===== src/design/hopg_pkg.sv =====
// shared types, constants and helpers for the henon orbit pixel generator
// no dependencies; imported by every design module
package hopg_pkg;

  localparam int FRAC_BITS     = 24;
  localparam int SCREEN_WIDTH  = 640;
  localparam int WINDOW_HEIGHT = 189;
  localparam int CENTER_X      = 370;
  localparam int CENTER_Y      = 105;
  localparam int SCALE_X       = 160;
  localparam int SCALE_Y       = 80;

  localparam int COL_W = 10;
  localparam int ROW_W = 8;

  // configuration register indexes
  localparam logic [2:0] REG_COS  = 3'd0;
  localparam logic [2:0] REG_SIN  = 3'd1;
  localparam logic [2:0] REG_SMIN = 3'd2;
  localparam logic [2:0] REG_SMAX = 3'd3;
  localparam logic [2:0] REG_STEP = 3'd4;
  localparam logic [2:0] REG_ITER = 3'd5;

  // multiplier issue slots within one map step
  localparam logic [2:0] SLOT_XX   = 3'd0;
  localparam logic [2:0] SLOT_XCOS = 3'd1;
  localparam logic [2:0] SLOT_XSIN = 3'd2;
  localparam logic [2:0] SLOT_PSIN = 3'd3;
  localparam logic [2:0] SLOT_PCOS = 3'd4;
  localparam logic [2:0] SLOT_NX   = 3'd5;
  localparam logic [2:0] SLOT_NY   = 3'd6;

  typedef logic signed [31:0] q_t;

  typedef enum logic [2:0] {
    ST_IDLE,
    ST_CHECK,
    ST_RUN,
    ST_PIX,
    ST_OUT
  } state_t;

  typedef struct packed {
    logic [COL_W-1:0] col;
    logic [ROW_W-1:0] row;
    logic             vis;
  } pix_t;

  // clamp a 33 bit signed sum to 32 bits
  function automatic q_t sat_sum(input logic signed [32:0] v);
    q_t r;
    if (v[32] == v[31]) begin
      r = v[31:0];
    end else if (v[32]) begin
      r = 32'sh8000_0000;
    end else begin
      r = 32'sh7fff_ffff;
    end
    return r;
  endfunction

endpackage


===== src/design/henon_orbit_pixel_generator.sv =====
// top level: config registers, orbit state, sequencer and output register
// uses hopg_pkg, hopg_mulq and hopg_pixel
//
//  channel | dir | transfer when          | payload
//  in_     | in  | in_tvalid & in_tready  | tdata[0] restart
//  out_    | out | out_tvalid & out_tready| tdata x/y/visible, tlast orbit_last, tuser sweep_done
//  cfg_    | in  | cfg_valid & cfg_ready  | cfg_index register, cfg_data value
//
// each input transfer is taken in the idle state and passes through the seed check,
// the run state on the shared two-stage multiplier (five products), the pixel state
// and the output state before the block is ready again; a sweep-done item skips run and pixel.
// the output register is loaded only when empty or being drained, so a stalled
// output holds the block in its last state. reset is synchronous and active low;
// cfg_ready stays high.
module henon_orbit_pixel_generator (
  input  logic        clk,
  input  logic        rst_n,
  input  logic        in_tvalid,
  output logic        in_tready,
  input  logic [7:0]  in_tdata,   // [0] restart, [7:1] zero
  output logic        out_tvalid,
  input  logic        out_tready,
  output logic [23:0] out_tdata,  // [9:0] pixel_x, [17:10] pixel_y, [18] visible, [23:19] zero
  output logic        out_tlast,  // orbit_last
  output logic        out_tuser,  // sweep_done
  input  logic        cfg_valid,
  output logic        cfg_ready,
  input  logic [2:0]  cfg_index,
  input  logic [31:0] cfg_data
);
  import hopg_pkg::*;

  localparam q_t RST_SMIN = -(32'sd1 <<< FRAC_BITS);
  localparam q_t RST_SMAX = 32'sd1 <<< FRAC_BITS;

  state_t state_r, state_nxt;
  logic [2:0] cnt_r;

  logic signed [25:0] cos_r, sin_r;
  q_t                 seed_min_r, seed_max_r;
  logic [30:0]        seed_step_r;
  logic [15:0]        iter_r;

  q_t          orbit_x_r, orbit_y_r, seed_r;
  logic [15:0] step_r;
  logic        fin_r;

  q_t p_r, ax_r, ay_r;
  q_t cos_ext, sin_ext;
  q_t mul_a, mul_b, mul_res;

  pix_t pix;
  pix_t res_pix_r;
  logic res_last_r, res_done_r;

  logic out_valid_r;
  pix_t out_pix_r;
  logic out_last_r, out_done_r;

  logic                done_now;
  logic                last_pt;
  logic signed [32:0]  next_seed;
  logic                seed_ovf;
  logic                out_free;

  assign cos_ext = {{6{cos_r[25]}}, cos_r};
  assign sin_ext = {{6{sin_r[25]}}, sin_r};

  assign done_now  = fin_r || (step_r == '0 && seed_r > seed_max_r);
  assign last_pt   = (step_r == iter_r);
  assign next_seed = {seed_r[31], seed_r} + {2'b00, seed_step_r};
  assign seed_ovf  = !next_seed[32] && next_seed[31];
  assign out_free  = !out_valid_r || out_tready;

  hopg_mulq u_mul (
    .clk     (clk),
    .mul_a   (mul_a),
    .mul_b   (mul_b),
    .mul_res (mul_res)
  );

  hopg_pixel u_pix (
    .pt_x (orbit_x_r),
    .pt_y (orbit_y_r),
    .pix  (pix)
  );

  // next state
  always_comb begin
    state_nxt = state_r;
    unique case (state_r)
      ST_IDLE:  if (in_tvalid) state_nxt = ST_CHECK;
      ST_CHECK: state_nxt = done_now ? ST_OUT : ST_RUN;
      ST_RUN:   if (cnt_r == SLOT_NY) state_nxt = ST_PIX;
      ST_PIX:   state_nxt = ST_OUT;
      ST_OUT:   if (out_free) state_nxt = ST_IDLE;
      default:  state_nxt = ST_IDLE;
    endcase
  end

  // sequencer outputs
  always_comb begin
    in_tready = (state_r == ST_IDLE);
    mul_a     = '0;
    mul_b     = '0;
    if (state_r == ST_RUN) begin
      case (cnt_r)
        SLOT_XX:   begin mul_a = orbit_x_r; mul_b = orbit_x_r; end
        SLOT_XCOS: begin mul_a = orbit_x_r; mul_b = cos_ext;   end
        SLOT_XSIN: begin mul_a = orbit_x_r; mul_b = sin_ext;   end
        SLOT_PSIN: begin mul_a = p_r;       mul_b = sin_ext;   end
        SLOT_PCOS: begin mul_a = p_r;       mul_b = cos_ext;   end
        default:   begin mul_a = '0;        mul_b = '0;        end
      endcase
    end
  end

  assign cfg_ready = 1'b1;

  always_ff @(posedge clk) begin
    if (!rst_n) begin
      state_r     <= ST_IDLE;
      cnt_r       <= '0;
      cos_r       <= 26'sd1 <<< FRAC_BITS;
      sin_r       <= '0;
      seed_min_r  <= RST_SMIN;
      seed_max_r  <= RST_SMAX;
      seed_step_r <= 31'd167772;
      iter_r      <= 16'd255;
      orbit_x_r   <= RST_SMIN;
      orbit_y_r   <= RST_SMIN;
      seed_r      <= RST_SMIN;
      step_r      <= '0;
      fin_r       <= 1'b0;
      out_valid_r <= 1'b0;
    end else begin
      state_r <= state_nxt;

      if (cfg_valid && cfg_ready) begin
        unique case (cfg_index)
          REG_COS:  cos_r       <= cfg_data[25:0];
          REG_SIN:  sin_r       <= cfg_data[25:0];
          REG_SMIN: seed_min_r  <= cfg_data;
          REG_SMAX: seed_max_r  <= cfg_data;
          REG_STEP: seed_step_r <= cfg_data[30:0];
          REG_ITER: iter_r      <= cfg_data[15:0];
          default:  ;
        endcase
      end

      if (state_r == ST_OUT && out_free) begin
        out_valid_r <= 1'b1;
      end else if (out_tready) begin
        out_valid_r <= 1'b0;
      end

      unique case (state_r)
        ST_IDLE: begin
          if (in_tvalid && in_tdata[0]) begin
            seed_r    <= seed_min_r;
            orbit_x_r <= seed_min_r;
            orbit_y_r <= seed_min_r;
            step_r    <= '0;
            fin_r     <= 1'b0;
          end
        end
        ST_CHECK: begin
          cnt_r <= '0;
          if (done_now) begin
            fin_r <= 1'b1;
          end
        end
        ST_RUN: begin
          cnt_r <= cnt_r + 3'd1;
          case (cnt_r)
            SLOT_XSIN: p_r  <= sat_sum({orbit_y_r[31], orbit_y_r} - {mul_res[31], mul_res});
            SLOT_PSIN: ax_r <= mul_res;
            SLOT_PCOS: ay_r <= mul_res;
            SLOT_NX:   orbit_x_r <= sat_sum({ax_r[31], ax_r} - {mul_res[31], mul_res});
            SLOT_NY:   orbit_y_r <= sat_sum({ay_r[31], ay_r} + {mul_res[31], mul_res});
            default:   ;
          endcase
        end
        ST_PIX: begin
          if (last_pt) begin
            step_r <= '0;
            if (seed_ovf) begin
              fin_r <= 1'b1;
            end else begin
              seed_r    <= next_seed[31:0];
              orbit_x_r <= next_seed[31:0];
              orbit_y_r <= next_seed[31:0];
            end
          end else begin
            step_r <= step_r + 16'd1;
          end
        end
        default: ;
      endcase
    end
  end

  // result payload, no reset needed
  always_ff @(posedge clk) begin
    if (state_r == ST_CHECK) begin
      res_pix_r  <= '0;
      res_last_r <= 1'b0;
      res_done_r <= 1'b1;
    end else if (state_r == ST_PIX) begin
      res_pix_r  <= pix;
      res_last_r <= last_pt;
      res_done_r <= 1'b0;
    end
    if (state_r == ST_OUT && out_free) begin
      out_pix_r  <= res_pix_r;
      out_last_r <= res_last_r;
      out_done_r <= res_done_r;
    end
  end

  assign out_tvalid = out_valid_r;
  assign out_tdata  = {5'b0, out_pix_r.vis, out_pix_r.row, out_pix_r.col};
  assign out_tlast  = out_last_r;
  assign out_tuser  = out_done_r;

  // a sweep-done result carries no point
  a_done_empty: assert property (@(posedge clk) disable iff (!rst_n)
    out_tvalid && out_tuser |-> out_tdata == '0 && !out_tlast)
    else $error("sweep-done result carries point data");

  // an invisible point reports zero coordinates
  a_hidden_zero: assert property (@(posedge clk) disable iff (!rst_n)
    out_tvalid && !out_tdata[18] |-> out_tdata[17:0] == '0)
    else $error("hidden point has nonzero coordinates");

  // a visible point lies inside the window
  a_vis_range: assert property (@(posedge clk) disable iff (!rst_n)
    out_tvalid && out_tdata[18] |->
      out_tdata[9:0] < COL_W'(SCREEN_WIDTH) && out_tdata[17:10] < ROW_W'(WINDOW_HEIGHT))
    else $error("visible point outside window");

  // the block takes one item at a time
  a_one_item: assert property (@(posedge clk) disable iff (!rst_n)
    in_tvalid && in_tready |=> !in_tready)
    else $error("ready held across an input transfer");

endmodule


===== src/design/hopg_mulq.sv =====
// shared fixed point multiplier: 32x32 product, floor shift and saturation
// two register stages; depends on hopg_pkg
module hopg_mulq (
  input  logic           clk,
  input  hopg_pkg::q_t   mul_a,
  input  hopg_pkg::q_t   mul_b,
  output hopg_pkg::q_t   mul_res
);
  import hopg_pkg::*;

  localparam int SH_W = 64 - FRAC_BITS;

  logic signed [63:0]     prod_r;
  logic signed [63:0]     prod_nxt;
  logic signed [SH_W-1:0] shifted;
  q_t                     res_r;
  q_t                     res_nxt;

  assign prod_nxt = mul_a * mul_b;
  // taking the top bits is a floor shift
  assign shifted  = prod_r[63:FRAC_BITS];

  always_comb begin
    if (&shifted[SH_W-1:31] || ~|shifted[SH_W-1:31]) begin
      res_nxt = shifted[31:0];
    end else if (shifted[SH_W-1]) begin
      res_nxt = 32'sh8000_0000;
    end else begin
      res_nxt = 32'sh7fff_ffff;
    end
  end

  always_ff @(posedge clk) begin
    prod_r <= prod_nxt;
    res_r  <= res_nxt;
  end

  assign mul_res = res_r;

endmodule


===== src/design/hopg_pixel.sv =====
// maps a new orbit point to a screen column and row with a window check
// combinational; depends on hopg_pkg
module hopg_pixel (
  input  hopg_pkg::q_t  pt_x,
  input  hopg_pkg::q_t  pt_y,
  output hopg_pkg::pix_t pix
);
  import hopg_pkg::*;

  localparam int VW = 42;
  localparam logic signed [VW-1:0] ONE_Q     = 42'sd1 <<< FRAC_BITS;
  localparam logic signed [VW-1:0] NEG_ONE_Q = -ONE_Q;
  localparam logic signed [VW-1:0] COL_OFS   = VW'(CENTER_X) <<< FRAC_BITS;
  localparam logic signed [VW-1:0] ROW_OFS   = VW'(CENTER_Y) <<< FRAC_BITS;
  localparam logic signed [VW-1:0] COL_LIM   = VW'(SCREEN_WIDTH) <<< FRAC_BITS;
  localparam logic signed [VW-1:0] ROW_LIM   = VW'(WINDOW_HEIGHT) <<< FRAC_BITS;

  logic signed [VW-1:0] v_col;
  logic signed [VW-1:0] v_row;
  logic                 col_ok;
  logic                 row_ok;

  assign v_col = VW'(pt_x) * VW'(SCALE_X) + COL_OFS;
  assign v_row = ROW_OFS - VW'(pt_y) * VW'(SCALE_Y);

  // truncation toward zero gives 0 for anything above minus one
  assign col_ok = (v_col > NEG_ONE_Q) && (v_col < COL_LIM);
  assign row_ok = (v_row > NEG_ONE_Q) && (v_row < ROW_LIM);

  always_comb begin
    pix.vis = col_ok && row_ok;
    pix.col = '0;
    pix.row = '0;
    if (pix.vis && !v_col[VW-1]) begin
      pix.col = v_col[FRAC_BITS+COL_W-1:FRAC_BITS];
    end
    if (pix.vis && !v_row[VW-1]) begin
      pix.row = v_row[FRAC_BITS+ROW_W-1:FRAC_BITS];
    end
  end

endmodule


===== config.mk =====
export PLATFORM = sky130hd
export DESIGN_NAME = henon_orbit_pixel_generator
export DESIGN_NICKNAME = d
export VERILOG_FILES = /design/src/design/hopg_pkg.sv /design/src/design/henon_orbit_pixel_generator.sv /design/src/design/hopg_mulq.sv /design/src/design/hopg_pixel.sv
export SDC_FILE = /design/constraint.sdc
export NUM_CORES = 2
export LEC_CHECK = 0
export BUFFER_PORTS_ARGS = -buffer_cell sky130_fd_sc_hd__buf_2
export CORE_MARGIN = 2
export CORE_UTILIZATION = 40
export CTS_CLUSTER_SIZE = 8
export DETAILED_ROUTE_END_ITERATION = 16
export MAX_ROUTING_LAYER = met4
export PLACE_DENSITY = 0.69
export SYNTH_ARGS = -nofsm -noshare
export SYNTH_HDL_FRONTEND = slang
export SYNTH_SLANG_ARGS = --single-unit

===== constraint.sdc =====
create_clock -name clk -period 8.7 [get_ports clk]
set_input_delay 2.175 -clock clk [delete_from_list [all_inputs] [get_ports clk]]
set_output_delay 2.175 -clock clk [all_outputs]
set_load 0.01 [all_outputs]

==> flow_summary.toml <==
[outcome]
outcome = "finished, violations left"
violations = "negative setup slack"

[global_route]
grt_pass1_vias = 58400
grtUsageTotal_pct = 28.8
antenna_found_initial = 2
grt_pass1_wl_mm = 354
grt_max_degree = 96
overflow = 0

[logic_synthesis]
synth-edff-count = 117
syn_inst = 7487
synth_xor_area_share_pct = 2.79
synthSimpleGateAreaFrac_pct = 15.5
avgSynthCellArea_um2 = 8.75
synthMuxAreaShare_pct = 0.172
synth_warnings = 0
seq_area_frac_synth_pct = 16.8
synth_cell_types = 111
synth_area_mm2 = 0.0655
synth_seq_cells = 493
synth-compound-area-share_pct = 14.0
ys_async_sr_fraction_pct = 0
ys.flop_type = "dfxtp_1"
synth_fa_ha_area_share_pct = 42.2
synth_top_family_by_area = "adder cells"

[critical_path]
rr_startpoint = "cnt_r[1]"
startpoint_type = "flip-flop"
cp_slowest_cell = "fa_1"
endpoint_kind = "flip-flop"
crit_top_cell = "buf_4"
path_class = "flip-flop to flip-flop"
cp_max_fo = 14
rr_worst_depth = 34
cp.required_ns = 9.21
max_stage_delay_ns = 0.60
rrSetupSlack_ns = -0.42
r2r-end = "u_mul.prod_r[45]"
critPathArrivalTime_ns = 9.63

[clock_network]
cts_tree = "done"
cts_made_buffers = 72
clock_sinks = 493
clkTransAtPathRegs_ns = 0.05
cts_hold_buf = 0
h-tree-depth = 3
insertion_delay_ns = 0.67
clock-root-buffer = "clkbuf_16"
clockBufferDepth = 3

[route]
wl_mm = 236
vias = 57500
vias_per_cell = 5.57
drt-pass1-iter-count = 6
ant_nets = 0
drc = 0
post_drt_wl_per_cell_um = 22.9
drt-initial-drc-count = 5265

[timing]
worst_pin_slew_ns = 1.46
setup_tns_ns = -6.29
fin_crit_sh_pct = 105
drv_slew = 0
rsz0062_at_grt = "true"
clock_skew_ns = 0.0527
relSlewSlack_pct = 2.98
hold_viol = 0
finalSetupViolCount = 29
fmax_mhz = 110
setup_ws_ns = -0.422
post-route-min-period_ns = 9.12

[die]
die_h_um = 409
coreArea_mm2 = 0.163
start_util_pct = 40.3
die_w_um = 409
die-area_mm2 = 0.167
fp-row-count = 148
ios = 77

[finish]
layout_commonest_cell = "inv_1"
layout.nets = 9709
area_growth_pct = 20.6
layout_common_cells = "inv_1, nand2_1, fa_1"
postLayoutCoreUtil_pct = 48.5
instances_no_fill = 10300
drive_gt1_share_pct = 16.7

[power_and_ir_drop]
p_leak_nw = 36.1
ir_drop_v = 0.000161
power.density_mw_per_mm2 = 161

[place]
portBuffers = 63
place_congestion = 1.00
dp_cells = 10100
dp_hpwl_mm = 191

[worst_hold_path]
hold_depth = 0
min_to = "out_tdata[10]"
hold_path.class = "flip-flop to flip-flop"
hold_start = "res_pix_r[1]"

[job]
cap_viol_max_count = 0
## through the flow
stage / power [mW] / worst slack (ns) / instance area, µm² / hold WS (ns)
global route: 13.5 / -0.688 / 79000 / 0.425
CTS: 12.6 / -0.268 / 77900 / 0.412
detailed placement: 9.71 / -0.850 / 73700 / 0.406
floorplan: 7.22 / 0.00127 / 65900 / 0.403
global placement: 9.61 / -0.758 / 73700 / 0.411
finish: 12.8 / -0.422 / 79000 / 0.410
## worst max-delay path by stage
stage | start | to | slack [ns] | cells past startpoint
2_1_floorplan | cnt_r[0] | u_mul.prod_r[63] | 0.001 | 33
3_3_place_gp | cnt_r[0] | u_mul.prod_r[63] | -0.76 | 35
3_5_place_dp | cnt_r[0] | u_mul.prod_r[63] | -0.85 | 35
4_1_cts | cnt_r[0] | u_mul.prod_r[43] | -0.27 | 38
5_1_grt | cnt_r[0] | u_mul.prod_r[45] | -0.69 | 40
6_report | cnt_r[1] | u_mul.prod_r[45] | -0.42 | 34
## power breakdown
part           internal (mW)  leakage, nW  total (mW)  switching, mW
Sequential              2.72         4.11        3.04          0.322
Combinational           2.77         31.0        7.00           4.23
Clock                   1.57         1.02        2.72           1.15
Total                   7.05         36.1        12.8           5.70
## synthesized netlist by cell type (all sizes together), types with 34 or more instances
cell type / n / area (µm²)
o21a: 48 / 360
ha: 469 / 5870
nand2b: 52 / 325
xor2: 69 / 604
a21o: 156 / 1170
nor2b: 35 / 219
nor3: 67 / 345
a31oi: 66 / 438
edfxtp: 117 / 3510
nand4: 47 / 307
dfxtp: 376 / 7530
nand3: 99 / 500
xnor2: 140 / 1230
nand2: 1136 / 4260
buf: 37 / 180
inv: 1122 / 4210
clkbuf: 316 / 1190
fa: 1087 / 21800
and3: 45 / 282
nor2: 715 / 2690
a22o: 34 / 298
o21bai: 35 / 263
o211ai: 41 / 308
a22oi: 52 / 404
and2: 50 / 313
a21oi: 425 / 2130
o21ai: 223 / 1120
## cells by family (layout without fill, tap and decap cells)
family                     after synthesis  after routing
AOI/OAI and AO/OA                     1367           1367
xor gates and xnor gates               209            209
adders and majority gates             1560           1560
buffers and inverters                 1477           2129
DFF                                    493            493
muxes                                   11             11
other                                    2              8
and+or+nand+nor                       2368           2368
## final cells by class
cell class	instances	area, µm²
multi-input combinational	5521	50600
antenna	2	5.00
inverter	1124	4240
timing repair buffer	893	8280
sequential	493	11000
clock buffer	104	1950
clock inverter	8	204
fill	15200	83800
tap	2175	2720
## state kept, by name, summed over array words and instances, names as in the netlist, 31 cells and up
name           cells
seed_step_r       31
p_r               32
orbit_x_r         32
seed_r            32
u_mul.prod_r      40
orbit_y_r         32
seed_min_r        32
seed_max_r        32
ax_r              32
ay_r              32
u_mul.mul_res     32
## critical path, delay by kind of cell (launching register included)
family	cells	cell delay (ns)
AOI/OAI and AO/OA	11	2.03
xor gates and xnor gates	1	0.15
adders and majority gates	10	4.50
buffers and inverters	9	1.49
DFF	1	0.38
and+or+nand+nor	3	0.41
## routing by layer
layer | global-route usage, % | part of all wire, %
met5 | - | 0
met4 | 13.0 | 5.7
met3 | 4.90 | 8.2
met2 | 45.4 | 46
met1 | 36.2 | 40
## repair_timing
action                                  4_1_cts  5_1_grt
cloned                                        5        4
endpoints found under the setup margin       34       34
gates resized for setup                     228      176
pin swaps                                   127      113
buffers inserted                             93       45
(Power assumes the default switching activity.)
